## config.mk

```make
export PLATFORM = sky130hd
export DESIGN_NAME = tcw_seq
export DESIGN_NICKNAME = d
export VERILOG_FILES = /design/src/rtl/tcw_pkg.sv /design/src/rtl/tcw_seq.sv
export SDC_FILE = /design/constraint.sdc
export NUM_CORES = 1
export LEC_CHECK = 0
export ABC_AREA = 1
export BUFFER_PORTS_ARGS = -buffer_cell sky130_fd_sc_hd__buf_4
export CELL_PAD_IN_SITES_DETAIL_PLACEMENT = 1
export CELL_PAD_IN_SITES_GLOBAL_PLACEMENT = 2
export CORE_MARGIN = 4
export CORE_UTILIZATION = 28
export CTS_CLUSTER_DIAMETER = 100
export CTS_CLUSTER_SIZE = 12
export DETAILED_ROUTE_END_ITERATION = 7
export PLACE_DENSITY = 0.91
export SETUP_SLACK_MARGIN = 0.1
export SLEW_MARGIN = 20
export SYNTH_ARGS = -nofsm -noshare
export SYNTH_HDL_FRONTEND = slang
export SYNTH_SLANG_ARGS = --single-unit
```

## constraint.sdc

```tcl
create_clock -name clk -period 2.8 [get_ports clk]
set_clock_uncertainty 0.15 [all_clocks]
set_input_delay 0.14 -clock clk [delete_from_list [all_inputs] [get_ports clk]]
set_output_delay 0.14 -clock clk [all_outputs]
set_load 0.01 [all_outputs]
```

## src/rtl/tcw_pkg.sv

```systemverilog
package tcw_pkg;

	localparam logic [1:0] KIND_PUT  = 2'd0;
	localparam logic [1:0] KIND_READ = 2'd1;
	localparam logic [1:0] KIND_POST = 2'd2;

	localparam logic [7:0] CH_BS    = 8'h08;
	localparam logic [7:0] CH_TAB   = 8'h09;
	localparam logic [7:0] CH_NL    = 8'h0A;
	localparam logic [7:0] CH_BLANK = 8'h20;

	// Grey on black.
	localparam logic [7:0] RESET_ATTR = 8'h07;

	localparam logic [7:0] HEX_DIGITS [16] = '{
		8'h30, 8'h31, 8'h32, 8'h33, 8'h34, 8'h35, 8'h36, 8'h37,
		8'h38, 8'h39, 8'h41, 8'h42, 8'h43, 8'h44, 8'h45, 8'h46
	};

	typedef enum logic [3:0] {
		ST_CLEAR,
		ST_IDLE,
		ST_DISPATCH,
		ST_PLACE,
		ST_BACK,
		ST_ATTR_RD,
		ST_ATTR_WR,
		ST_SCR_COPY,
		ST_SCR_BLANK,
		ST_SCR_END,
		ST_POST_HI,
		ST_POST_LO,
		ST_DONE
	} tcw_state_t;

	typedef enum logic [2:0] {
		CUR_HOLD,
		CUR_ADV,
		CUR_NL,
		CUR_BS,
		CUR_BOT
	} cur_cmd_t;

	typedef struct packed {
		logic adv_end;
		logic nl_end;
	} cur_flags_t;

	function automatic logic [7:0] hex_char(input logic [3:0] nib);
		return HEX_DIGITS[nib];
	endfunction

endpackage

```

## src/rtl/tcw_seq.sv

```systemverilog
module tcw_seq import tcw_pkg::*; #(
	parameter int COLUMNS  = 80,
	parameter int ROWS     = 25,
	parameter int TAB_STOP = 8,
	localparam int CELLS = COLUMNS * ROWS,
	localparam int CW    = $clog2(CELLS + 1),
	localparam int AW    = $clog2(CELLS),
	localparam int PW    = $clog2(TAB_STOP)
) (
	input  logic          clk,
	input  logic          arst_n,
	input  logic          start,
	output logic          busy,
	input  logic [1:0]    kind,
	input  logic [7:0]    char_code,
	input  logic [CW-1:0] cell_index,
	input  logic [7:0]    post_value,
	input  logic [7:0]    text_attr,
	output logic          done,
	output logic [CW-1:0] cursor_cell,
	output logic [7:0]    cell_char,
	output logic [7:0]    cell_attr,
	output logic          mem_we,
	output logic [AW-1:0] mem_waddr,
	output logic [15:0]   mem_wdata,
	output logic          mem_re,
	output logic [AW-1:0] mem_raddr,
	input  logic [15:0]   mem_rdata,
	output cur_cmd_t      cur_cmd,
	input  logic [CW-1:0] cur_pos,
	input  logic [PW-1:0] cur_ph,
	input  cur_flags_t    cur_flags
);

	localparam int RW = $clog2(TAB_STOP + 1);
	localparam logic [AW-1:0] LAST_CELL = AW'(CELLS - 1);
	localparam logic [AW-1:0] POST_CELL = AW'(CELLS - 2);
	localparam logic [AW-1:0] FIRST_SRC = AW'(COLUMNS);
	localparam logic [AW-1:0] BOT_CELL  = AW'(COLUMNS * (ROWS - 1));

	tcw_state_t state_q, state_d;

	logic [AW-1:0] sc_q;
	logic [RW-1:0] rem_q;
	logic          bs_q;
	logic          rd_ok_q;
	logic [1:0]    kind_q;
	logic [7:0]    char_q;
	logic [CW-1:0] idx_q;
	logic [7:0]    post_q;
	logic [7:0]    dat_q;

	// Scroll pipeline: the read issued in one cycle is written back a row
	// higher in the next.
	logic          v_s1;
	logic [AW-1:0] wa_s1;
	logic          fm_s1;

	logic [AW-1:0] pos_a;
	logic [AW-1:0] attr_addr;
	logic [AW-1:0] bs_addr;
	logic          idx_ok;

	assign pos_a     = cur_pos[AW-1:0];
	assign attr_addr = pos_a + AW'(bs_q);
	assign bs_addr   = (cur_pos == '0) ? '0 : pos_a - AW'(1);
	assign idx_ok    = (idx_q < CW'(CELLS));

	always_comb begin
		state_d = state_q;
		case (state_q)
			ST_CLEAR: begin
				if (sc_q == LAST_CELL) begin
					state_d = ST_IDLE;
				end
			end
			ST_IDLE: begin
				if (start) begin
					state_d = ST_DISPATCH;
				end
			end
			ST_DISPATCH: begin
				case (kind_q)
					KIND_PUT: begin
						case (char_q)
							CH_NL:   state_d = cur_flags.nl_end ? ST_SCR_COPY : ST_ATTR_RD;
							CH_BS:   state_d = ST_BACK;
							default: state_d = ST_PLACE;
						endcase
					end
					KIND_POST: state_d = ST_POST_HI;
					default:   state_d = ST_DONE;
				endcase
			end
			ST_PLACE: begin
				if (cur_flags.adv_end) begin
					state_d = ST_SCR_COPY;
				end else if (rem_q > RW'(1)) begin
					state_d = ST_PLACE;
				end else begin
					state_d = ST_ATTR_RD;
				end
			end
			ST_BACK:    state_d = ST_ATTR_RD;
			ST_ATTR_RD: state_d = ST_ATTR_WR;
			ST_ATTR_WR: state_d = ST_DONE;
			ST_SCR_COPY: begin
				if (sc_q == LAST_CELL) begin
					state_d = ST_SCR_BLANK;
				end
			end
			ST_SCR_BLANK: begin
				if (sc_q == LAST_CELL) begin
					state_d = ST_SCR_END;
				end
			end
			ST_SCR_END: state_d = (rem_q != '0) ? ST_PLACE : ST_DONE;
			ST_POST_HI: state_d = ST_POST_LO;
			ST_POST_LO: state_d = ST_DONE;
			ST_DONE:    state_d = ST_IDLE;
			default:    state_d = ST_IDLE;
		endcase
	end

	// Reads and writes to the same cell never share a cycle: every read of a
	// cell comes in a later cycle than its last write.
	always_comb begin
		busy      = 1'b1;
		done      = 1'b0;
		mem_we    = 1'b0;
		mem_waddr = '0;
		mem_wdata = '0;
		mem_re    = 1'b0;
		mem_raddr = '0;
		cur_cmd   = CUR_HOLD;
		case (state_q)
			ST_CLEAR: begin
				mem_we    = 1'b1;
				mem_waddr = sc_q;
				mem_wdata = {RESET_ATTR, CH_BLANK};
			end
			ST_IDLE: begin
				busy = 1'b0;
			end
			ST_DISPATCH: begin
				if (kind_q == KIND_PUT && char_q == CH_NL) begin
					cur_cmd = CUR_NL;
				end
				if (kind_q == KIND_READ && idx_ok) begin
					mem_re    = 1'b1;
					mem_raddr = idx_q[AW-1:0];
				end
			end
			ST_PLACE: begin
				mem_we    = 1'b1;
				mem_waddr = pos_a;
				mem_wdata = {text_attr, dat_q};
				cur_cmd   = CUR_ADV;
			end
			ST_BACK: begin
				mem_we    = 1'b1;
				mem_waddr = bs_addr;
				mem_wdata = {text_attr, CH_BLANK};
				cur_cmd   = CUR_BS;
			end
			ST_ATTR_RD: begin
				mem_re    = 1'b1;
				mem_raddr = attr_addr;
			end
			ST_ATTR_WR: begin
				mem_we    = 1'b1;
				mem_waddr = attr_addr;
				mem_wdata = {text_attr, mem_rdata[7:0]};
			end
			ST_SCR_COPY: begin
				mem_re    = 1'b1;
				mem_raddr = sc_q;
			end
			ST_SCR_END: begin
				cur_cmd = CUR_BOT;
			end
			ST_POST_HI: begin
				mem_we    = 1'b1;
				mem_waddr = POST_CELL;
				mem_wdata = {text_attr, hex_char(post_q[7:4])};
			end
			ST_POST_LO: begin
				mem_we    = 1'b1;
				mem_waddr = LAST_CELL;
				mem_wdata = {text_attr, hex_char(post_q[3:0])};
			end
			ST_DONE: begin
				done = 1'b1;
			end
			default: begin
			end
		endcase
		if (v_s1) begin
			mem_we    = 1'b1;
			mem_waddr = wa_s1;
			mem_wdata = fm_s1 ? mem_rdata : {text_attr, CH_BLANK};
		end
	end

	always_ff @(posedge clk or negedge arst_n) begin
		if (!arst_n) begin
			state_q <= ST_CLEAR;
			sc_q    <= '0;
			rem_q   <= '0;
			bs_q    <= 1'b0;
			rd_ok_q <= 1'b0;
			v_s1    <= 1'b0;
		end else begin
			state_q <= state_d;
			v_s1    <= (state_q == ST_SCR_COPY) || (state_q == ST_SCR_BLANK);
			case (state_q)
				ST_CLEAR: begin
					sc_q <= sc_q + AW'(1);
				end
				ST_IDLE: begin
					bs_q <= 1'b0;
				end
				ST_DISPATCH: begin
					rd_ok_q <= (kind_q == KIND_READ) && idx_ok;
					case (char_q)
						CH_NL: begin
							rem_q <= '0;
							sc_q  <= FIRST_SRC;
						end
						CH_TAB:  rem_q <= RW'(TAB_STOP) - RW'(cur_ph);
						default: rem_q <= RW'(1);
					endcase
				end
				ST_PLACE: begin
					rem_q <= rem_q - RW'(1);
					if (cur_flags.adv_end) begin
						sc_q <= FIRST_SRC;
					end
				end
				ST_BACK: begin
					bs_q <= 1'b1;
				end
				ST_SCR_COPY: begin
					sc_q <= (sc_q == LAST_CELL) ? BOT_CELL : sc_q + AW'(1);
				end
				ST_SCR_BLANK: begin
					sc_q <= sc_q + AW'(1);
				end
				default: begin
				end
			endcase
		end
	end

	always_ff @(posedge clk) begin
		if (state_q == ST_IDLE && start) begin
			kind_q <= kind;
			char_q <= char_code;
			idx_q  <= cell_index;
			post_q <= post_value;
		end
		if (state_q == ST_DISPATCH) begin
			dat_q <= (char_q == CH_TAB) ? CH_BLANK : char_q;
		end
		wa_s1 <= (state_q == ST_SCR_COPY) ? sc_q - FIRST_SRC : sc_q;
		fm_s1 <= (state_q == ST_SCR_COPY);
	end

	assign cursor_cell = cur_pos;
	assign cell_char   = rd_ok_q ? mem_rdata[7:0] : '0;
	assign cell_attr   = rd_ok_q ? mem_rdata[15:8] : '0;

`ifndef SYNTHESIS
	a_no_rw_collision: assert property (@(posedge clk) disable iff (!arst_n)
		!(mem_we && mem_re && mem_waddr == mem_raddr))
		else $error("read and write of the same cell in one cycle");

	a_done_single: assert property (@(posedge clk) disable iff (!arst_n)
		done |=> !done)
		else $error("done held for more than one cycle");

	a_cursor_range: assert property (@(posedge clk) disable iff (!arst_n)
		(state_q == ST_IDLE) |-> (cur_pos < CW'(CELLS)))
		else $error("cursor beyond the screen while idle");

	a_scroll_pipe: assert property (@(posedge clk) disable iff (!arst_n)
		v_s1 |-> (state_q == ST_SCR_COPY || state_q == ST_SCR_BLANK ||
			state_q == ST_SCR_END))
		else $error("scroll write outside of a scroll");

	a_accept_busy: assert property (@(posedge clk) disable iff (!arst_n)
		(state_q == ST_IDLE && start) |=> busy)
		else $error("busy not raised after an accepted request");
`endif

endmodule

```

# Word-level counts from Yosys, hierarchy flattened
# Memories as Yosys holds them, arrays and structs flattened.
# Index checks and enable logic that the tools add are counted.
dict set report totals {
  register_bits 71
  mem_bits_ro 256
  input_bits 72
  output_inout_bits 72
  elab_cells 109
  n_memories 2
}
dict set report classes {
  addsub 6
  magnitude_cmp 4
  eq_ne 24
  n_mux 41
  bitwise 2
  reduce_logical 17
}
# name depth word_bits read_ports rd_clocked_by_memory_dff wr line_no
set memory_table {}
lappend memory_table {{(no name shown)} 16 8 1 0 0 tcw_pkg.sv:50} ;# return HEX_DIGITS[nib];
lappend memory_table {{(no name shown)} 16 8 1 0 0 tcw_pkg.sv:50}
# operator count
set ops {}
lappend ops {{$pmux 16 s6} 1}
lappend ops {{$mux 11} 7}
lappend ops {{$pmux 11 s6} 1}
lappend ops {{$mux 8} 6}
lappend ops {{$pmux 11 s4} 1}
lappend ops {{$pmux 4 s11} 1}
lappend ops {{$pmux 11 s3} 1}
lappend ops {{$mux 16} 2}
lappend ops {{$eq 8x4->1 const B} 3}
lappend ops {{$pmux 4 s2} 3}
lappend ops {{$eq 4x4->1 const B} 5}
lappend ops {{$mux 4} 5}
lappend ops {{$eq 4x3->1 const B} 4}
lappend ops {{$ne 2x2->1 const B} 6}
lappend ops {{$pmux 3 s4} 1}
lappend ops {{$add 11x1->11} 1}
lappend ops {{$add 11x1->11 const B} 1}
lappend ops {{$eq 11x11->1 const B} 1}
lappend ops {{$logic_not 11->1} 1}
lappend ops {{$lt 11x11->1 const B} 1}
lappend ops {{$sub 11x1->11 const B} 1}
lappend ops {{$sub 11x7->11 const B} 1}
lappend ops {{$ge 5x5->1 const B} 2}
lappend ops {{$not 4->5} 2}
lappend ops {{22 further kinds} 36}

# Depth between registers and ports, before layout
dict set report logic_depth {
  depth_word 6
  mapped_depth 11
  mapped_depth_nobuf 11
}

# Least setup slack after synthesis
# OpenSTA, ideal clock, no wires.
dict set report synth_path {
  path_kind {reg-to-reg}
  start {register state_q[3]}
  end {register char_q[0] (enable)}
  setup_ps 415
  arrival_time_ps 2019
  t_required_ps 2235
  setup_slack_ps 216
  stages_incl_launch_ff 4
  n_path_buf 0
  period_less_slack_ps 2584
  path_cell_list {dfrtp_1 > nor2_1 > nand2_1 > nor2_1}
}
dict set report synth_between {
  elab_chain_cells 2
}
# item line_no
set synth_rtl {}
lappend synth_rtl {{start, declared} tcw_seq.sv:41} ;# tcw_state_t state_q, state_d;
lappend synth_rtl {{start signal, assigned} tcw_seq.sv:214} ;# state_q <= state_d;
lappend synth_rtl {{$eq 4x1->1} tcw_seq.sv:256} ;# if (state_q == ST_IDLE && start) begin
lappend synth_rtl {{$logic_and 1x1->1} tcw_seq.sv:256}
lappend synth_rtl {{end signal, assigned} tcw_seq.sv:258} ;# char_q <= char_code;
lappend synth_rtl {{end, declared} tcw_seq.sv:48} ;# logic [7:0] char_q;
# Every way passes these cells.
# A chain may end at the register's enable or synchronous reset.

# Worst setup path in the final report
dict set report layout_path {
  start {register state_q[3]}
  end {output mem_raddr[9]}
}
dict set report layout_between {
  elab_chain_cells 2
  word_cells_on_any_way 4
  cone_classes {eq/ne: 3; mux: 1}
}
# item line_no
set layout_rtl {}
lappend layout_rtl {{$eq 4x3->1 / $eq 4x2->1 (equally long branches)} tcw_seq.sv:136} ;# case (state_q)
lappend layout_rtl {{$pmux 11 s3 (*)} tcw_seq.sv:136}
lappend layout_rtl {{end, declared} tcw_seq.sv:27} ;# output logic [AW-1:0] mem_raddr,
# Every way passes the cells marked *; elsewhere a longest branch is shown, timed or not.

==> reports/results.ini <==
[worst_setup_path]
r2r-end = rem_q[3]
reg2reg_depth = 8
crit_chain = nor2_1, nand2_1, nor3_1, nand2_1, clkinvlp_4, nand2_1, o211ai_1, buf_4
endpoint = mem_raddr[9]
rrSetupSlack_ns = 0.47
slowest_stage = dfrtp_1
r2r_start = state_q[0]
startpoint_type = register
cp_data_arrival_time_ns = 2.25
end_kind = output port
worst_path_most_repeated_cell = nand2_1
critPathMaxFanout = 11
cpPeakStageDelay_ns = 0.43
worstSetupPathType = reg2out
worst_ep_required_time_ns = 2.51
critPathLaunch = state_q[3]

[layout]
layout_common_cells = nand2_1 (231), buf_4 (156), inv_1 (105)
instances_no_fill = 1126
final_nets = 983
fillers = 2207
multiInputGateArea_um2 = 2509
final_common_cell = nand2_1
antenna_cells = 0
syn2layout_area_growth_pct = 37.60
drive_above_1_share = 0.1998
seq_area_um2 = 1902

[sta]
final-setup-viol-count = 0
finalHoldViolations = 0
maxSlewHeadroom = 0.5314
fin_crit_sh = 0.9065
max_freq_ghz = 0.3940
setup_tns_ns = 0
min_period_ns = 2.538
maxSlewViolCount = 0
worst_pin_slew_ns = 0.7028
rsz0062_at_grt = true

[power]
ir_worst_vdd_mv = 0.4321
swShare = 0.4380
p_sw_mw = 2.446
internal-power_mw = 3.139
leakage_nw = 3.506
combPwrFrac = 0.508
p_clk_frac = 0.188
cellPowerDensity_nw_per_um2 = 811.6
seqPwrFrac = 0.305

[synthesis]
yosys.area.top_type = edfxtp_1
syn_nets = 815
synth_area_per_cell_um2 = 6.870
ys_async_sr_fraction = 0.3099
synth_area_um2 = 5001
synth.top_cell.area_share = 0.2222
synth_edf_count = 37
yosysUniqueCellTypes = 35
synth_flop_cell = edfxtp_1
yosysSeqAreaShare = 0.3803
yosys_register_bits = 71
synth_cells = 728
synth_area_leaders = edfxtp_1 (22%), nand2_1 (17%), dfrtp_1 (11%)
ys_warn_count = 0

[hold_path]
hold_class = in2reg

[global_routing]
grt_max_degree = 30
grt_overflow = 0
grt_pass1_wl_um = 29770
grt_usage = 0.1851
antenna_found_initial = 0
grt_pass1_vias = 5572

[route]
wl_per_cell_um = 16.78
drt-total-wl_um = 18890
drt_iter0_drc = 299
drc = 0
first_pass_iters = 5
via_per_inst = 4.810
postRouteAntennaNets = 0
via_count = 5416

[flow_run]
maxCapViolations = 0

[die]
die_y_um = 141.6
start_util = 0.2871
die_area_um2 = 20060
core-area_um2 = 17420
io_pins = 144
die-width_um = 141.6
rows = 48

[run_status]
outcome = finished clean

[clock_tree]
cts_tree = yes
clk_latency_ns = 0.33
cts_made_buffers = 9
cts-root-buf = clkbuf_16
clk_path_buf_depth = 2
clk_pin_slew_ns = 0.06
cts_max_level = 3
clkSinkCount = 71

[place]
place_inst = 1075
dpl.hpwl_um = 14820
io_buffers = 143
routabilityCongestion = 0.8670

==> kinds of logic (layout without fill, tap and decap cells) <==
kind of cell | after synthesis | in the layout | share of synthesized area
and+or+nand+nor | 374 | 374 | 0.3022
adders and majority gates | 15 | 15 | 0.03753
AOI/OAI and AO/OA | 106 | 106 | 0.1258
xor gates and xnor gates | 20 | 20 | 0.03502
DFF | 71 | 71 | 0.3803
buffers and inverters | 142 | 315 | 0.1191
==> registers in the layout (all words and copies together), names as in the netlist <==
register	count
idx_q	11
sc_q	11
wa_s1	11
char_q	8
dat_q	8
post_q	8
rem_q	4
state_q	4
kind_q	2
bs_q	1
fm_s1	1
rd_ok_q	1
v_s1	1
==> area by class of cell <==
cell class | count | share of cell area
repair buffers | 189 | 0.2182
inverters | 110 | 0.06109
well taps | 225 | 0.04091
multi-input cells | 515 | 0.3645
flip-flops and latches | 71 | 0.2764
clock inverters | 4 | 0.003091
clock buffers | 12 | 0.03582
==> layer usage <==
metal / GRT usage / vias up / routed length, µm / share of wire
li1: - / 2662 / - / -
met1: 0.2507 / 2609 / 8628 / 0.46
met4: 0.03434 / 0 / 131 / 0.0069
met2: 0.3215 / 136 / 9186 / 0.49
met3: 0.02123 / 9 / 944 / 0.050
met5: 0 / - / 0 / 0
==> synth_stat cells (all sizes together), types with 2 or more instances <==
cell      n
clkbuf   13
nor3     10
nand2   232
ha       15
nand3    45
o221ai    4
inv     109
edfxtp   37
a31oi     2
xor2     16
nand3b    3
buf      19
o22ai     6
nand4     6
a22o      3
a21oi    19
a22oi     6
o211ai   14
nor2     77
dfxtp    12
xnor2     4
o21ai    50
dfrtp    22
==> power groups by stage <==
stage / Sequential (mW) / Combinational (mW) / Clock (mW)
detailed placement: 1.71 / 2.77 / 0
global placement: 1.70 / 2.73 / 0
floorplan: 1.56 / 1.66 / 0
CTS: 1.69 / 2.82 / 1.07
global route: 1.73 / 3.17 / 1.12
finish: 1.70 / 2.84 / 1.05
==> worst min-delay path by stage <==
stage | endpoint | start | slack (ns) | cells past startpoint
final | state_q[0] | start | 0.04 | 4
after floorplan | bs_q | arst_n | -0.31 | 0
after CTS | state_q[0] | start | 0.03 | 4
after detailed placement | sc_q[1] | arst_n | -0.08 | 1
after global placement | sc_q[1] | arst_n | -0.08 | 1
after global routing | state_q[0] | start | 0.06 | 4
==> critical path: cells and delay by family, from the launching register on <==
family | cells | cell delay (ns)
compound gates | 1 | 0.17
buf+inv | 2 | 0.36
flops | 1 | 0.43
simple gates | 5 | 0.97
==> through the flow <==
stage / hold slack, ns / power [mW] / utilization / setup WS, ns / area [µm²]
final: 0.03812 / 5.585 / 0.3951 / 0.2619 / 6882
after global routing: 0.05555 / 6.026 / 0.3951 / 0.05093 / 6882
after detailed placement: -0.07858 / 4.480 / 0.3593 / 0.5519 / 6259
after global placement: -0.08063 / 4.430 / 0.3593 / 0.5927 / 6259
after floorplan: -0.3056 / 3.218 / - / 0.2159 / 5001
after CTS: 0.02616 / 5.581 / 0.3937 / 0.1829 / 6857
==> timing repair <==
item | CTS | global route
setup buffers | 0 | 2
hold endpoints to repair | 53 | 0
resized for setup | 0 | 4
endpoints found under the setup margin | 0 | 25
hold buffers | 33 | 0
Power figures use the tool's default switching activity.
