===== src/rtl/tcw_pkg.sv =====
package tcw_pkg;

	localparam logic [1:0] KIND_PUT  = 2'd0;
	localparam logic [1:0] KIND_READ = 2'd1;
	localparam logic [1:0] KIND_POST = 2'd2;

	localparam logic [7:0] CH_BS    = 8'h08;
	localparam logic [7:0] CH_TAB   = 8'h09;
	localparam logic [7:0] CH_NL    = 8'h0A;
	localparam logic [7:0] CH_BLANK = 8'h20;

	// Grey on black.
	localparam logic [7:0] RESET_ATTR = 8'h07;

	localparam logic [7:0] HEX_DIGITS [16] = '{
		8'h30, 8'h31, 8'h32, 8'h33, 8'h34, 8'h35, 8'h36, 8'h37,
		8'h38, 8'h39, 8'h41, 8'h42, 8'h43, 8'h44, 8'h45, 8'h46
	};

	typedef enum logic [3:0] {
		ST_CLEAR,
		ST_IDLE,
		ST_DISPATCH,
		ST_PLACE,
		ST_BACK,
		ST_ATTR_RD,
		ST_ATTR_WR,
		ST_SCR_COPY,
		ST_SCR_BLANK,
		ST_SCR_END,
		ST_POST_HI,
		ST_POST_LO,
		ST_DONE
	} tcw_state_t;

	typedef enum logic [2:0] {
		CUR_HOLD,
		CUR_ADV,
		CUR_NL,
		CUR_BS,
		CUR_BOT
	} cur_cmd_t;

	typedef struct packed {
		logic adv_end;
		logic nl_end;
	} cur_flags_t;

	function automatic logic [7:0] hex_char(input logic [3:0] nib);
		return HEX_DIGITS[nib];
	endfunction

endpackage


===== src/rtl/tcw_cursor.sv =====
module tcw_cursor import tcw_pkg::*; #(
	parameter int COLUMNS  = 80,
	parameter int ROWS     = 25,
	parameter int TAB_STOP = 8,
	localparam int CELLS = COLUMNS * ROWS,
	localparam int CW    = $clog2(CELLS + 1),
	localparam int PW    = $clog2(TAB_STOP)
) (
	input  logic          clk,
	input  logic          arst_n,
	input  cur_cmd_t      cmd,
	output logic [CW-1:0] pos,
	output logic [PW-1:0] phase,
	output cur_flags_t    flags
);

	localparam int COLW   = $clog2(COLUMNS);
	localparam int BOT    = COLUMNS * (ROWS - 1);
	localparam int CM     = COLUMNS % TAB_STOP;
	localparam int BOT_PH = BOT % TAB_STOP;

	logic [CW-1:0]   pos_q;
	logic [COLW-1:0] col_q;
	logic [PW-1:0]   ph_q;
	logic [PW-1:0]   rph_q;

	logic [CW-1:0] row_start;
	logic [PW:0]   sum_up;
	logic [PW:0]   sum_dn;
	logic [PW-1:0] rph_up;
	logic [PW-1:0] rph_dn;
	logic [PW-1:0] ph_inc;
	logic [PW-1:0] ph_dec;

	// The column and the tab phases of the cursor and of its row start are
	// tracked alongside the cell index, so no divide by COLUMNS is needed.
	always_comb begin
		row_start = pos_q - CW'(col_q);
		sum_up = {1'b0, rph_q} + (PW + 1)'(CM);
		sum_dn = {1'b0, rph_q} + (PW + 1)'(TAB_STOP - CM);
		rph_up = (sum_up >= (PW + 1)'(TAB_STOP)) ? PW'(sum_up - (PW + 1)'(TAB_STOP))
			: PW'(sum_up);
		rph_dn = (sum_dn >= (PW + 1)'(TAB_STOP)) ? PW'(sum_dn - (PW + 1)'(TAB_STOP))
			: PW'(sum_dn);
		ph_inc = (ph_q == PW'(TAB_STOP - 1)) ? '0 : ph_q + PW'(1);
		ph_dec = (ph_q == '0) ? PW'(TAB_STOP - 1) : ph_q - PW'(1);
	end

	always_ff @(posedge clk or negedge arst_n) begin
		if (!arst_n) begin
			pos_q <= '0;
			col_q <= '0;
			ph_q  <= '0;
			rph_q <= '0;
		end else begin
			case (cmd)
				CUR_ADV: begin
					pos_q <= pos_q + CW'(1);
					ph_q  <= ph_inc;
					if (col_q == COLW'(COLUMNS - 1)) begin
						col_q <= '0;
						rph_q <= rph_up;
					end else begin
						col_q <= col_q + COLW'(1);
					end
				end
				CUR_NL: begin
					pos_q <= row_start + CW'(COLUMNS);
					col_q <= '0;
					rph_q <= rph_up;
					ph_q  <= rph_up;
				end
				CUR_BS: begin
					if (pos_q != '0) begin
						pos_q <= pos_q - CW'(1);
						ph_q  <= ph_dec;
						if (col_q == '0) begin
							col_q <= COLW'(COLUMNS - 1);
							rph_q <= rph_dn;
						end else begin
							col_q <= col_q - COLW'(1);
						end
					end
				end
				CUR_BOT: begin
					pos_q <= CW'(BOT);
					col_q <= '0;
					ph_q  <= PW'(BOT_PH);
					rph_q <= PW'(BOT_PH);
				end
				default: begin
				end
			endcase
		end
	end

	assign pos           = pos_q;
	assign phase         = ph_q;
	assign flags.adv_end = (pos_q == CW'(CELLS - 1));
	assign flags.nl_end  = (row_start == CW'(BOT));

endmodule


===== config.mk =====
export PLATFORM = sky130hd
export DESIGN_NAME = tcw_cursor
export DESIGN_NICKNAME = d
export VERILOG_FILES = /design/src/rtl/tcw_pkg.sv /design/src/rtl/tcw_cursor.sv
export SDC_FILE = /design/constraint.sdc
export NUM_CORES = 1
export LEC_CHECK = 0
export BUFFER_PORTS_ARGS = -buffer_cell sky130_fd_sc_hd__clkbuf_2
export CAP_MARGIN = 10
export CORE_MARGIN = 2
export CORE_UTILIZATION = 35
export DETAILED_ROUTE_END_ITERATION = 16
export PLACE_DENSITY = 0.54
export SYNTH_ARGS = -nofsm -noshare
export SYNTH_HDL_FRONTEND = slang
export SYNTH_SLANG_ARGS = --single-unit

===== constraint.sdc =====
create_clock -name clk -period 4 [get_ports clk]
set_input_delay 0.6 -clock clk [delete_from_list [all_inputs] [get_ports clk]]
set_output_delay 0.6 -clock clk [all_outputs]
set_load 0.05 [all_outputs]

# ---- Word-level counts from Yosys, hierarchy flattened
# Index checks and enable logic that the tools add are counted.
dict set report op_classes {
  muxes 16
  reduce_logical 9
  bitwise 0
  add_sub_neg 11
  n_shift 0
  multipliers 0
  n_eq_ne 11
  magnitude_cmp 2
  div 0
}
# op n
set ops {}
lappend ops {{one-hot mux 11 bit (4 select lines)} 1}
lappend ops {{2-to-1 mux 3 bit} 8}
lappend ops {{one-hot mux 3 bit (4 select lines)} 2}
lappend ops {{== test 11 bit, second input constant} 2}
lappend ops {{2-to-1 mux 7 bit} 3}
lappend ops {{one-hot mux 7 bit (3 select lines)} 1}
lappend ops {{adder 11 x 1 -> 11 bit, second input constant} 1}
lappend ops {{adder 11 x 7 -> 11 bit, second input constant} 1}
lappend ops {{2-to-1 mux 11 bit} 1}
lappend ops {{nonzero test 11 bit} 1}
lappend ops {{subtractor 11 x 1 -> 11 bit, second input constant} 1}
lappend ops {{subtractor 11 x 7 -> 11 bit} 1}
lappend ops {{subtractor 3 x 1 -> 3 bit, second input constant} 3}
lappend ops {{adder 7 x 1 -> 7 bit, second input constant} 1}
lappend ops {{== test 7 bit, second input constant} 1}
lappend ops {{logical NOT 7 bit} 1}
lappend ops {{subtractor 7 x 1 -> 7 bit, second input constant} 1}
lappend ops {{== test 3 x 2 -> 1 bit, second input constant} 2}
lappend ops {{== test 3 bit, second input constant} 2}
lappend ops {{inequality test 2 bit, second input constant} 3}
lappend ops {{adder 3 x 4 -> 4 bit, second input constant} 1}
lappend ops {{>= comparator 3 x 4 -> 1 bit, second input constant} 1}
lappend ops {{>= comparator 4 bit, second input constant} 1}
lappend ops {{AND reduction 2 bit} 2}
lappend ops {{other kinds (7)} 7}
dict set report word_totals {
  elab_cells 53
  romBits 0
  reg_bits 24
  out_inout_bits 16
  latchBits 0
  memories 0
  mem_bits_rw 0
}

# ---- Longest topological paths before layout
# Gate-level depths: netlist of the first run.
dict set report logic_depth {
  depth_word 6
  depth_mapped 13
}

# ---- Worst setup path before layout of the first run
# No wires, ideal clock.
dict set report synth_path {
  path_type {register to output}
  from {reg pos_q[0], in the netlist pos[0]}
  to {out flags[0] in the netlist's numbering}
  required_time_ns 3.400
  stages_incl_launch_ff 12
  t_arrival_ns 4.019
  setup_slack_ns -0.619
  path_cell_list {dfrtp_1 > inv_1 > ha_1 > inv_1 > fa_1 > a211oi_2 > o21ai_1 > a211oi_2 > nor3b_1 > xor2_1 > nand2_1 > nor4_1}
}
# item line
set synth_rtl {}
lappend synth_rtl {{from (decl)} tcw_cursor.sv:22} ;# logic [CW-1:0] pos_q;
lappend synth_rtl {{from (signal assigned)} tcw_cursor.sv:58} ;# pos_q <= pos_q + CW'(1);
lappend synth_rtl {{from (signal assigned)} tcw_cursor.sv:68} ;# pos_q <= row_start + CW'(COLUMNS);
lappend synth_rtl {{from (signal assigned)} tcw_cursor.sv:75} ;# pos_q <= pos_q - CW'(1);
lappend synth_rtl {{to (decl)} tcw_cursor.sv:14} ;# output cur_flags_t flags

==> results of run 1 <==
sequential cells by signal, indices dropped and copies added, names as in the netlist:
name and cells:
phase 3, col_q 7, pos 11
cell usage after synthesis, types with 4 or more instances:
library cell	number	area, um^2
xnor2_1	12	105.1
nor4_1	5	31.28
nor2b_1	8	50.05
ha_1	24	300.3
nor3_1	7	35.03
a21oi_1	27	135.1
o22ai_1	5	31.28
dfrtp_1	21	525.5
nand2_1	17	63.81
nand3_1	9	45.04
nand2b_1	4	25.02
inv_1	16	60.06
a211oi_1	6	45.04
o21ai_0	13	65.06
nor2_1	28	105.1
o21a_1	5	37.54
a21o_1	6	45.04
clkbuf_1	10	37.54
nand4_1	5	31.28
xor2_1	7	61.31
a221oi_1	4	35.03
worst paths after layout:
path	from	end	slack, ns
min reg2reg	col_q[5]	col_q[5]	0.60
max in group asynchronous	arst_n	phase[1]	3.29
max	pos[0]	flags[0]	0.19
min in group clk	cmd[0]	pos[10]	0.58
min	arst_n	col_q[5]	0.32
max reg2reg	pos[0]	pos[10]	0.99
per-stage QoR:
step	hold slack [ns]	instance area, um^2
after floorplan	0.3044	2381
after global placement	0.5572	2570
after detailed placement	0.5707	2570
after CTS	0.3371	2616
after global routing	0.3689	2630
final	0.3178	2630
per-layer routing:
metal | GRT usage | share of wire
met5 | 0 | 0
met4 | 0.02983 | 0.0036
met3 | 0.02667 | 0.044
met2 | 0.2791 | 0.44
met1 | 0.2927 | 0.51
cell families after synthesis:
| family | synth area share |
|---|---|
| AO/OA/AOI/OAI | 0.2930 |
| AND/OR/NAND/NOR | 0.2195 |
| buffers and inverters | 0.04284 |
| adder cells (fa/ha/maj) | 0.1438 |
| flip-flops | 0.2221 |
| XOR/XNOR | 0.07033 |
| multiplexers | 0.008461 |
critical path, stage by stage, from the launching register on:
cell and delay, ns:
dfrtp_1 0.46, inv_1 0.15, ha_1 0.18, inv_1 0.05, fa_1 0.43, a211oi_2 0.29
o21ai_1 0.13, a211oi_2 0.28, nor3b_2 0.23, xor2_1 0.23, nand2_1 0.13, nor4_4 0.14
buf_4 0.23
cell type report:
cell class	count	area, um^2	share of cell area
Inverter	17	63.81	0.02426
Multi-Input combinational cell	248	1765	0.6713
Tap cell	77	96.34	0.03663
Timing Repair Buffer	24	132.6	0.05043
Sequential cell	21	525.5	0.1998
Clock inverter	1	5.005	0.001903
Clock buffer	3	41.29	0.01570
==> reports/metrics.yaml, run 1 <==
postSynth.asyncResetShare: 1.000
ctsHoldBuffers: 0
cts_tree: "built"
cap_violations: 0
start_util: 0.3663
place_inst: 387
postSynthCellCount: 296
numCtsBuffers: 3
cp-start-kind: "flip-flop"
synth-seq-cells: 21
final_common_cell: "nor2_1"
post-place-ws_ns: 0.3992
mostFrequentLayoutCells: "nor2_1 (28), a21oi_1 (27), ha_1 (24)"
antenna_found_initial: 0
grt_usage: 0.1877
routedWlPerCell_um: 17.04
root_buffer: "clkbuf_8"
synth_edf_count: 0
setup_slack_ns: 0.1859
htreeDepth: 1
grt_overflow_total: 0
viasPerCell: 5.882
path_class: "flip-flop to output port"
synth_cell_types: 54
die_area_um2: 7434
rsz0062_at_grt: "false"
fmax_ghz: 0.2622
vias: 2300
drive_gt1_frac: 0.1274
finalWeightedCongestion: 0.8650
cts_buffer_depth: 2
routed_wl_mm: 6.661
worstSetupEndpointType: "output port"
ys_seq_area_frac: 0.2221
skew_ns: 0.005276
avgSynthCellArea_um2: 7.993
antennaDiodeCount: 0
grt_max_degree: 23
hpwl_mm: 4.913
stdcell_count: 391
outcome: "finished, final reports clean"
areaGrowthSynthToFinish_pct: 11.16
cts_num_sinks: 21
hold_viol: 0
worstMarginPinSlew_ns: 0.7822
io_pins: 21
layout_min_cycle_time_ns: 3.814
synth_fp_nets: 327
io_buffers: 20
crit_fanout: 7
grt_pass1_vias: 2122
arrival_ns: 3.21
num_rows: 29
finalSetupViolCount: 0
clk_latency_ns: 0.27
finalCritPeriodShare: 0.9535
fillers: 658
slew_headroom: 0.4773
ys.flop_type: "dfrtp_1"
fin_tns_setup_ns: 0
ctsResizeCount: 0
synth.cell_area_um2: 2366
grt_pass1_wl_mm: 11.13
drtPass1Iterations: 4
die_width_um: 86.22
post-route-util: 0.4072
nNetsFinal: 346
required_ns: 3.40
clk_pin_slew_ns: 0.09
drt_iter0_drc: 183
reg2regPathDepth: 11
report.final.slew_viol_count: 0
drc_errors: 0
design.core.area_um2: 6459
hp-class: "input port to async pin"
cts_setup_buffers: 0
die_y_um: 86.22
synth_warnings: 0
ant_nets: 0
Power of run 1 is left out: the tool's default activity adds up to more than one toggle a clock period on the data nets, which glitch-free logic cannot reach.
==> inputs of run 2 (changes only) <==
--- a/config.mk
+++ b/config.mk
@@ -5,10 +5,11 @@
 export SDC_FILE = /design/constraint.sdc
 export NUM_CORES = 1
 export LEC_CHECK = 0
-export BUFFER_PORTS_ARGS = -buffer_cell sky130_fd_sc_hd__clkbuf_2
+export BUFFER_PORTS_ARGS = -buffer_cell sky130_fd_sc_hd__buf_2
 export CAP_MARGIN = 10
 export CORE_MARGIN = 2
 export CORE_UTILIZATION = 35
+export CTS_BUF_LIST = sky130_fd_sc_hd__clkbuf_16
 export DETAILED_ROUTE_END_ITERATION = 16
 export PLACE_DENSITY = 0.54
 export SYNTH_ARGS = -nofsm -noshare
==> reports/metrics.yaml, run 2 (synthesis results as in run 1) <==
outcome: "finished, final reports clean"
vias: 2316
fmax_ghz: 0.2645
grt_pass1_vias: 2125
crit_path_cell_trace: "inv_2 -> ha_1 -> inv_1 -> fa_1 -> a211oi_2 -> o21ai_1 -> a211oi_2 -> nor3b_2 -> xor2_1 -> nand2_1 -> nor4_4 -> buf_6"
cts_buffer_depth: 2
path_class: "flip-flop to output port"
crit_fanout: 7
drc_errors: 0
largest_reg_flops: 11
top_usage_layer: "met1"
drt_iter0_drc: 184
arrival_ns: 3.18
cts_num_sinks: 21
hpwl_mm: 5.088
report.final.slew_viol_count: 0
numCtsBuffers: 3
fillers: 691
met3_usage: 0.01619
clk_pin_slew_ns: 0.07
die_y_um: 86.22
slew_headroom: 0.4706
start_util: 0.3663
cp-start-kind: "flip-flop"
finalWeightedCongestion: 0.8606
grtUsageMet2: 0.2826
cp_slowest_cell: "dfrtp_2"
hold_viol: 0
grt_usage: 0.1903
worstSetupEndpointType: "output port"
clk_latency_ns: 0.26
drtPass1Iterations: 4
io_pins: 21
fin_tns_setup_ns: 0
finalSetupViolCount: 0
finalCritPeriodShare: 0.9452
grtUsageMet1: 0.3032
die_width_um: 86.22
skew_ns: 0.003297
areaGrowthSynthToFinish_pct: 12.80
drive_gt1_frac: 0.1338
design.core.area_um2: 6459
hp-class: "input port to async pin"
antenna_found_initial: 0
post-route-util: 0.4132
die_area_um2: 7434
nNetsFinal: 346
num_rows: 29
ant_nets: 0
routed_wl_mm: 6.984
worstMarginPinSlew_ns: 0.7922
final_common_cell: "nor2_1"
grt_overflow_total: 0
root_buffer: "clkbuf_16"
crit_family: "compound AO/OA/AOI/OAI gates"
cp.buffers_inverters: 3
io_buffers: 20
antennaDiodeCount: 0
htreeDepth: 1
viasPerCell: 5.923
mostFrequentLayoutCells: "nor2_1 (28), a21oi_1 (27), ha_1 (24)"
grt_max_degree: 23
critPathMostFrequentCell: "a211oi_2"
worstSetupStartpoint: "pos[0]"
ctsHoldBuffers: 0
layout_min_cycle_time_ns: 3.781
slowest_delay_ns: 0.46
grt_pass1_wl_mm: 11.26
required_ns: 3.40
rr_startpoint: "pos[0]"
cap_violations: 0
rsz0062_at_grt: "false"
cts_tree: "built"
routedWlPerCell_um: 17.86
[run 2: cell type report]
class,count,area (um^2),area share
well taps,77,96.34,0.03610
repair buffers,24,136.4,0.05110
clock buffers,3,75.07,0.02813
inverters,17,63.81,0.02391
multi-input cells,248,1765,0.6615
flip-flops and latches,21,526.8,0.1974
clock inverters,1,5.005,0.001875
[run 2: repair_timing]
action | in CTS | in global routing
gates resized for setup | 0 | 7
endpoints found under the setup margin | 0 | 1
buffers inserted | 0 | 0
[run 2: through the flow]
| stage | instance area (um^2) | worst slack, ns | cells | hold WS [ns] |
|---|---|---|---|---|
| finish | 2669 | 0.2193 | 391 | 0.3211 |
| global route | 2669 | 0.01704 | 391 | 0.3675 |
| CTS | 2650 | 0.07260 | 391 | 0.3433 |
| detailed placement | 2570 | 0.3803 | 387 | 0.5591 |
| global placement | 2570 | 0.4119 | 387 | 0.5547 |
| floorplan | 2381 | 0.2491 | 296 | 0.3044 |
[run 2: worst paths after layout]
| path | cells past startpoint | endpoint | slack [ns] |
|---|---|---|---|
| setup / recovery | 12 | flags[0] | 0.22 |
| hold / removal | 1 | col_q[5] | 0.32 |
| setup reg to reg | 11 | pos[9] | 0.96 |
| hold reg to reg | 1 | col_q[5] | 0.57 |
| max in group asynchronous | 1 | pos[0] | 3.28 |
| min in group clk | 1 | col_q[5] | 0.57 |
[run 2: metal layers]
layer	wire, um	part of all wire	up-vias
li1	-	-	1153
met1	3419	0.49	1100
met2	3108	0.45	59
met3	421	0.060	4
met4	34	0.0049	0
met5	0	0	-
Power of run 2 is left out for the same reason.
==> inputs of run 3 (changes only) <==
--- a/config.mk
+++ b/config.mk
@@ -7,11 +7,14 @@
 export LEC_CHECK = 0
 export BUFFER_PORTS_ARGS = -buffer_cell sky130_fd_sc_hd__buf_2
 export CAP_MARGIN = 10
+export CORE_ASPECT_RATIO = 2
 export CORE_MARGIN = 2
 export CORE_UTILIZATION = 35
 export CTS_BUF_LIST = sky130_fd_sc_hd__clkbuf_16
 export DETAILED_ROUTE_END_ITERATION = 16
+export HOLD_SLACK_MARGIN = 0.06
 export PLACE_DENSITY = 0.54
+export RECOVER_POWER = 100
 export SYNTH_ARGS = -nofsm -noshare
 export SYNTH_HDL_FRONTEND = slang
 export SYNTH_SLANG_ARGS = --single-unit
==> reports/metrics.yaml, run 3 (synthesis results as in run 1) <==
grt_max_degree: 23
io_buffers: 20
routed_wl_mm: 7.513
crit_fanout: 7
drt_iter0_drc: 163
slowest_delay_ns: 0.45
antennaDiodeCount: 0
die_area_um2: 7474
ctsHoldBuffers: 0
drtPass1Iterations: 4
arrival_ns: 3.17
grt_pass1_wl_mm: 12.16
drive_gt1_frac: 0.06667
ant_nets: 0
path_class: "flip-flop to output port"
vias: 2351
design.core.area_um2: 6569
worstMarginPinSlew_ns: 1.324
io_pins: 21
finalWeightedCongestion: 0.8483
hp-class: "flip-flop to flip-flop"
cp_slowest_cell: "dfrtp_1"
num_rows: 42
cap_violations: 0
die_width_um: 62.14
layout_min_cycle_time_ns: 3.768
fmax_ghz: 0.2654
skew_ns: 0.001313
cts_setup_buffers: 0
grt_pass1_vias: 2387
fillers: 693
clk_latency_ns: 0.27
areaGrowthSynthToFinish_pct: 12.32
grt_usage: 0.2094
ctsResizeCount: 0
cp-start-kind: "flip-flop"
hold_ws_ns: 0.5681
cts_buffer_depth: 2
htreeDepth: 1
slew_headroom: 0.1175
largest_reg_flops: 11
start_util: 0.3602
finalSetupViolCount: 0
cts_num_sinks: 21
crit_path_cell_trace: "inv_1 -> ha_1 -> inv_1 -> fa_1 -> a211oi_2 -> o21ai_1 -> a211oi_2 -> nor3b_2 -> xor2_1 -> nand2_1 -> nor4_4 -> buf_6"
outcome: "finished, final reports clean"
worstSetupEndpointType: "output port"
placed_area_um2: 2591
nNetsFinal: 347
routedWlPerCell_um: 18.64
root_buffer: "clkbuf_16"
hold_viol: 0
fin_area_um2: 2658
mostFrequentLayoutCells: "nor2_1 (28), a21oi_1 (27), ha_1 (24)"
die_y_um: 120.3
final_common_cell: "nor2_1"
antenna_found_initial: 0
grt_overflow_total: 0
finalCritPeriodShare: 0.9420
viasPerCell: 5.834
report.final.slew_viol_count: 0
numCtsBuffers: 3
required_ns: 3.40
cts_tree: "built"
drc_errors: 0
clk_pin_slew_ns: 0.07
hpwl_mm: 5.895
fin_tns_setup_ns: 0
rsz0062_at_grt: "false"
==> run 3: layer usage <==
metal  vias up  GRT usage  wire [um]
met2        53     0.4198       4315
met3        17    0.01860        206
met1      1128     0.2075       2678
met4         0     0.1083        313
met5         -          0          0
li1       1153          -          -
==> run 3: path summary, 6_finish.rpt <==
kind,slack [ns],start,depth (start not counted),endpoint
min,0.57,col_q[5],1,col_q[5]
max in group asynchronous,2.62,arst_n,1,pos[8]
max,0.23,pos[0],12,flags[0]
max reg2reg,0.99,pos[0],11,pos[9]
min in group asynchronous,0.61,arst_n,1,phase[2]
min reg2reg,0.57,col_q[5],1,col_q[5]
==> run 3: metrics by stage <==
stage	cells	setup WS (ns)	util
2_1_floorplan	296	0.2491	-
3_3_place_gp	399	0.4548	0.3945
3_5_place_dp	399	0.4290	0.3945
4_1_cts	403	0.1082	0.4067
5_1_grt	403	0.03054	0.4046
6_report	403	0.2318	0.4046
==> run 3: area by class of cell <==
type	instances	area [um^2]	share of cell area
Multi-Input combinational cell	248	1759	0.6620
Sequential cell	21	525.5	0.1977
Timing Repair Buffer	25	118.9	0.04473
Tap cell	88	110.1	0.04143
Clock buffer	3	75.07	0.02825
Inverter	17	63.81	0.02401
Clock inverter	1	5.005	0.001883
==> run 3: critical path, delay by kind of cell (launching register included) <==
kind | cells | cell delay, ns
buffers and inverters | 3 | 0.39
AOI/OAI and AO/OA | 3 | 0.68
DFF | 1 | 0.45
adders and majority gates | 2 | 0.62
and+or+nand+nor | 3 | 0.50
xor gates and xnor gates | 1 | 0.24
Power of run 3 is left out for the same reason.
